==> config.mk <==
export PLATFORM = sky130hd
export DESIGN_NAME = sac_tlf_way_update
export DESIGN_NICKNAME = d
export VERILOG_FILES = /design/src/hw/rtl/set_assoc_cache_tag_lru_fifo_top_defines.svh /design/src/hw/rtl/sac_tlf_pkg.sv /design/src/hw/rtl/sac_tlf_way_update.sv
export SDC_FILE = /design/constraint.sdc
export NUM_CORES = 1
export LEC_CHECK = 0
export BUFFER_PORTS_ARGS = -buffer_cell sky130_fd_sc_hd__buf_4
export CAP_MARGIN = 10
export CORE_AREA = 8 8 316 318
export DETAILED_ROUTE_END_ITERATION = 8
export DIE_AREA = 0 0 324 326
export PLACE_DENSITY = 0.45
export SYNTH_ARGS = -nofsm -noshare
export SYNTH_HDL_FRONTEND = slang
export SYNTH_SLANG_ARGS = --single-unit
export TNS_END_PERCENT = 50
==> constraint.sdc <==
create_clock -name vclk -period 4.6
set_clock_uncertainty 0.05 [all_clocks]
set_input_delay 0.46 -clock vclk [all_inputs]
set_output_delay 0.46 -clock vclk [all_outputs]
set_load 0.03 [all_outputs]
==> src/hw/rtl/set_assoc_cache_tag_lru_fifo_top_defines.svh <==
// Assertion macros shared by the RTL.
`ifndef SET_ASSOC_CACHE_TAG_LRU_FIFO_TOP_DEFINES_SVH
`define SET_ASSOC_CACHE_TAG_LRU_FIFO_TOP_DEFINES_SVH

`ifndef ASSERT_OFF

// Same-cycle implication, checked out of reset.
`define SAC_ASSERT_IMPL(name, ck, rn, ante, cons) \
    name: assert property (@(posedge ck) disable iff (!(rn)) (ante) |-> (cons)) \
        else $error("assertion failed: same-cycle implication");

// Next-cycle implication, checked out of reset.
`define SAC_ASSERT_NEXT(name, ck, rn, ante, cons) \
    name: assert property (@(posedge ck) disable iff (!(rn)) (ante) |=> (cons)) \
        else $error("assertion failed: next-cycle implication");

`else

`define SAC_ASSERT_IMPL(name, ck, rn, ante, cons)
`define SAC_ASSERT_NEXT(name, ck, rn, ante, cons)

`endif

`endif

==> src/hw/rtl/sac_tlf_pkg.sv <==
package sac_tlf_pkg;

    localparam int ADDR_W    = 48;
    localparam int TAG_W     = 48;
    localparam int CNT_W     = 32;
    localparam int CFG_IDX_W = 4;
    localparam int CFG_DAT_W = 8;
    // widest masked set value: set_bits is at most 15
    localparam int SETV_W    = 15;

    localparam logic       POLICY_LRU  = 1'b0;
    localparam logic       POLICY_FIFO = 1'b1;
    localparam logic       OP_READ     = 1'b0;
    localparam logic       OP_WRITE    = 1'b1;

    localparam logic [4:0] OFFSET_BITS_RST = 5'd6;
    localparam logic [3:0] SET_BITS_RST    = 4'd0;
    localparam logic [3:0] WAYS_RST        = 4'd8;

    typedef enum logic [CFG_IDX_W-1:0] {
        CFG_POLICY,
        CFG_OFFSET_BITS,
        CFG_SET_BITS,
        CFG_WAYS_IN_USE
    } cfg_idx_t;

    typedef struct packed {
        logic              op;
        logic [ADDR_W-1:0] address;
    } cache_req_t;

    typedef struct packed {
        logic             hit;
        logic             fetch_from_memory;
        logic             write_to_memory;
        logic [CNT_W-1:0] hit_total;
        logic [CNT_W-1:0] miss_total;
        logic [CNT_W-1:0] read_total;
        logic [CNT_W-1:0] write_total;
    } cache_rsp_t;

    function automatic logic [CNT_W-1:0] sat_inc(input logic [CNT_W-1:0] v);
        return (v == {CNT_W{1'b1}}) ? v : v + CNT_W'(1);
    endfunction

endpackage

==> src/hw/rtl/sac_tlf_way_update.sv <==
module sac_tlf_way_update #(
    parameter int MAX_WAYS = 8
) (
    input  logic                           policy,
    input  logic [$clog2(MAX_WAYS+1)-1:0]  ways,
    input  logic [sac_tlf_pkg::TAG_W-1:0]  tag,
    input  logic [MAX_WAYS-1:0]            vld,
    input  logic [sac_tlf_pkg::TAG_W-1:0]  tags     [MAX_WAYS],
    output logic                           hit,
    output logic [MAX_WAYS-1:0]            new_vld,
    output logic [sac_tlf_pkg::TAG_W-1:0]  new_tags [MAX_WAYS]
);
    import sac_tlf_pkg::*;

    localparam int WI_W = (MAX_WAYS > 1) ? $clog2(MAX_WAYS) : 1;

    logic [MAX_WAYS-1:0] in_use;
    logic [MAX_WAYS-1:0] live;
    logic [MAX_WAYS-1:0] match;
    logic [MAX_WAYS-1:0] free;
    logic [WI_W-1:0]     hit_idx;
    logic [WI_W-1:0]     free_idx;
    logic [WI_W-1:0]     last_idx;
    logic [WI_W-1:0]     lo_idx;
    logic [WI_W-1:0]     hi_idx;
    logic                has_free;
    logic                do_move;

    always_comb
    begin
        for (int i = 0; i < MAX_WAYS; i++)
        begin
            in_use[i] = (i < int'(ways));
            live[i]   = in_use[i] && vld[i];
            match[i]  = live[i] && (tags[i] == tag);
            free[i]   = in_use[i] && !vld[i];
        end
        hit      = |match;
        has_free = |free;

        // lowest matching / lowest free way
        hit_idx  = '0;
        free_idx = '0;
        for (int i = MAX_WAYS - 1; i >= 0; i--)
        begin
            if (match[i])
                hit_idx = WI_W'(i);
            if (free[i])
                free_idx = WI_W'(i);
        end

        // LRU move stops before the first gap above the hit
        last_idx = WI_W'(int'(ways) - 1);
        for (int i = MAX_WAYS - 1; i >= 1; i--)
        begin
            if (i > int'(hit_idx) && !live[i])
                last_idx = WI_W'(i - 1);
        end

        do_move = 1'b1;
        lo_idx  = '0;
        hi_idx  = WI_W'(int'(ways) - 1);
        new_vld = vld;
        if (hit)
        begin
            do_move = (policy == POLICY_LRU);
            lo_idx  = hit_idx;
            hi_idx  = last_idx;
        end
        else if (has_free)
        begin
            lo_idx            = free_idx;
            hi_idx            = free_idx;
            new_vld[free_idx] = 1'b1;
        end

        new_tags = tags;
        for (int i = 0; i < MAX_WAYS - 1; i++)
        begin
            if (do_move && i >= int'(lo_idx) && i < int'(hi_idx))
                new_tags[i] = tags[i + 1];
        end
        if (do_move)
            new_tags[hi_idx] = tag;
    end

endmodule
==> flow_summary_export.csv <==
group,metric,value,unit
synthesis,yosys.area.top_type,"xnor2_1",
pwr,p_comb_frac,1.000,
timing,fin_crit_sh,1.053,
die,core-area,0.09445,mm^2
pwr,p_clk_frac,0,
setup_path,cp-startpoint,"tag[35]",
setup_path,cp-start-kind,"primary input",
routing,drt_pre_antenna_iters,5,
pwr,switching_share,0.5543,
synthesis,syn-num-nets,2388,
routing,drc,0,
pwr,power.density,178.0,mW/mm^2
finish,nFlopsAndLatches,0,
setup_path,cp.required,4090,ps
timing,hold_violations,0,
synthesis,ys_types,68,
timing,min_period,4846,ps
global_routing,grt_util_all_layers,0.2968,
routing,drt-total-wl,172700,um
synthesis,synth_cells,1941,
global_routing,top_usage_layer,"met2",
setup_path,critPathCaptureType,"primary output",
pwr,p_int,2754,uW
setup_path,worstSetupPathType,"in -> out",
pwr,peakVddDrop,0.00007842,V
placement,dp_hpwl,142700,um
routing,final_antenna_net_count,0,
routing,viasPerCell,4.934,
global_routing,met3_usage,0.04328,
timing,rsz0062_at_grt,"true",
routing,drt_iter0_markers,1955,
global_routing,grt-ovfl-total,0,
pwr,power,6180,uW
pwr,leakage,0.01549,uW
finish,fin_nets,4022,
timing,slew_headroom,0.5780,
die,io_pins,838,
timing,slew_violations,0,
routing,route.detailed.wl_per_inst,35.59,um
finish,area_growth,151.6,%
routing,via_count,23950,
synthesis,syn_area,0.01380,mm^2
synthesis,synth_commonest_cells,"xnor2_1 (279), mux2i_1 (193), nor2_1 (161), a21oi_1 (150), nand4_1 (129)",
setup_path,crit_arrival,4340,ps
finish,regArea,0,um^2
synthesis,ys_seq_area_frac,0,
min_path,hold_path.class,"in -> out",
timing,max_freq,206.4,MHz
min_path,min_from,"tags[12]",
global_routing,grt_use_met1,0.3571,
die,initial_utilization,0.1461,
die,fp.dieW,324,um
die,dieArea,0.1056,mm^2
outcome,violations,"setup timing",
pwr,power_frac_seq,0,
timing,worst_pin_slew,633.0,ps
synthesis,yosysMostFrequentCell,"xnor2_1",
timing,tns,-48530,ps
timing,finalSetupViolCount,382,
global_routing,antenna_found_initial,22,
finish,drive_above_1_share,0.6602,
synthesis,postSynthAreaPerCell,7.111,um^2
synthesis,ys_top_cells_by_area,"xnor2_1 (18%), mux2i_1 (14%), xor2_1 (6.5%)",
global_routing,grt_pass1_vias,24300,
synthesis,yosysWarningCount,0,
timing,finalWorstSetupSlack,-245.7,ps
die,die_h,326,um
placement,place.gp.congestion,1.030,
synthesis,synth_top_area_share,0.1770,
global_routing,grt_util_met2,0.5340,
die,rows,113,
setup_path,crit_fanout,8,
finish,final.clkbuf_count,0,
outcome,outcome,"finished with violations",
placement,portBuffers,838,
global_routing,grt_pass1_wl,217100,um
pwr,p_switching,3425,uW
global_routing,grt_max_degree,33,
run,maxCapViolations,0,
timing,hold_ws,1237,ps
[cell type report]
cell class | instances | area [um^2]
tap | 1265 | 1583
inverter | 16 | 65.06
fill | 10000 | 59720
timing repair buffer | 1851 | 17030
multi-input combinational | 1706 | 16010
antenna | 15 | 37.54
[final timing paths]
| check | end | slack (ps) | cells after the start |
|---|---|---|---|
| max | new_tags[264] | -250 | 22 |
| min | new_tags[12] | 1240 | 3 |
[critical path, stage by stage]
cell      delay, ps
buf_8           130
buf_4           190
xnor2_1         330
buf_4           210
nand4_1          70
nor3_1          180
nand4_1         240
o211ai_1        280
buf_4           220
o21ai_2          50
a22o_1          230
a211o_4         380
buf_6           130
buf_6           110
nand4_4         120
buf_6           120
o21ai_4          50
buf_12          150
buf_12          130
buf_16          140
o221a_4         240
buf_6           140
[layer usage]
metal  vias up  routed length [um]
li1      10510                   -
met1     11920               68330
met2      1229               85290
met3       278               10840
met4        14                8181
met5         -                  85
[cells in the final DEF (no fill, tap or decap), types with 13 or more instances in the layout]
cell type	Yosys	routed
xor2_2	0	13
xnor2_2	3	52
nand4_1	129	129
o22a_1	62	61
buf_4	18	1430
buf_16	0	18
mux2i_2	0	21
buf_8	0	21
nor2_1	161	123
nor4_4	1	21
mux2_4	0	31
o21ai_2	2	18
nor2_4	0	29
or2_2	37	25
o221a_4	0	28
nand3_1	13	13
o21a_1	52	52
a21oi_1	150	88
a21oi_2	1	36
diode_2	0	15
xnor2_1	279	199
a2bb2oi_1	50	46
clkbuf_16	0	21
nand2_1	75	52
xnor2_4	0	31
nor4_1	71	33
inv_1	16	14
buf_6	25	262
nor4_2	3	21
mux2i_1	193	170
o21ai_0	32	13
a21oi_4	0	27
o21ai_1	27	21
o22ai_1	52	42
xor2_1	103	81
mux2_2	48	17
buf_12	0	97
[metrics by stage]
step	utilization	instance area (um^2)	cells	worst slack, ps
after floorplan	-	13800	1941	173.1
after global placement	0.2976	28110	4722	-1057
after detailed placement	0.2976	28110	4722	-1014
after CTS	0.3321	31370	4785	-199.3
after global routing	0.3675	34710	4847	-317.0
final	0.3677	34720	4853	-245.7
[what timing repair did]
item                       CTS  global route
pin swaps                  107           122
hold buffers                 0             0
setup buffers               49            44
gates cloned                20            22
resized for setup          460           524
setup endpoints to repair  384           384
[cells by family after synthesis]
family,Yosys count,share of synthesized area
AO/OA/AOI/OAI,520,0.2632
buffers and inverters,235,0.09310
adder cells (fa/ha/maj),2,0.001813
AND/OR/NAND/NOR,558,0.2168
multiplexers,241,0.1791
XOR/XNOR,385,0.2459
[power groups by stage]
stage | combinational (uW) | clock, uW | sequential, uW
floorplan | 2210 | 0 | 0
detailed placement | 5150 | 0 | 0
CTS | 5740 | 0 | 0
finish | 6180 | 0.000421 | 0
global placement | 5160 | 0 | 0
global route | 6350 | 0.000263 | 0
No activity file was read; power rests on OpenSTA's default activity.
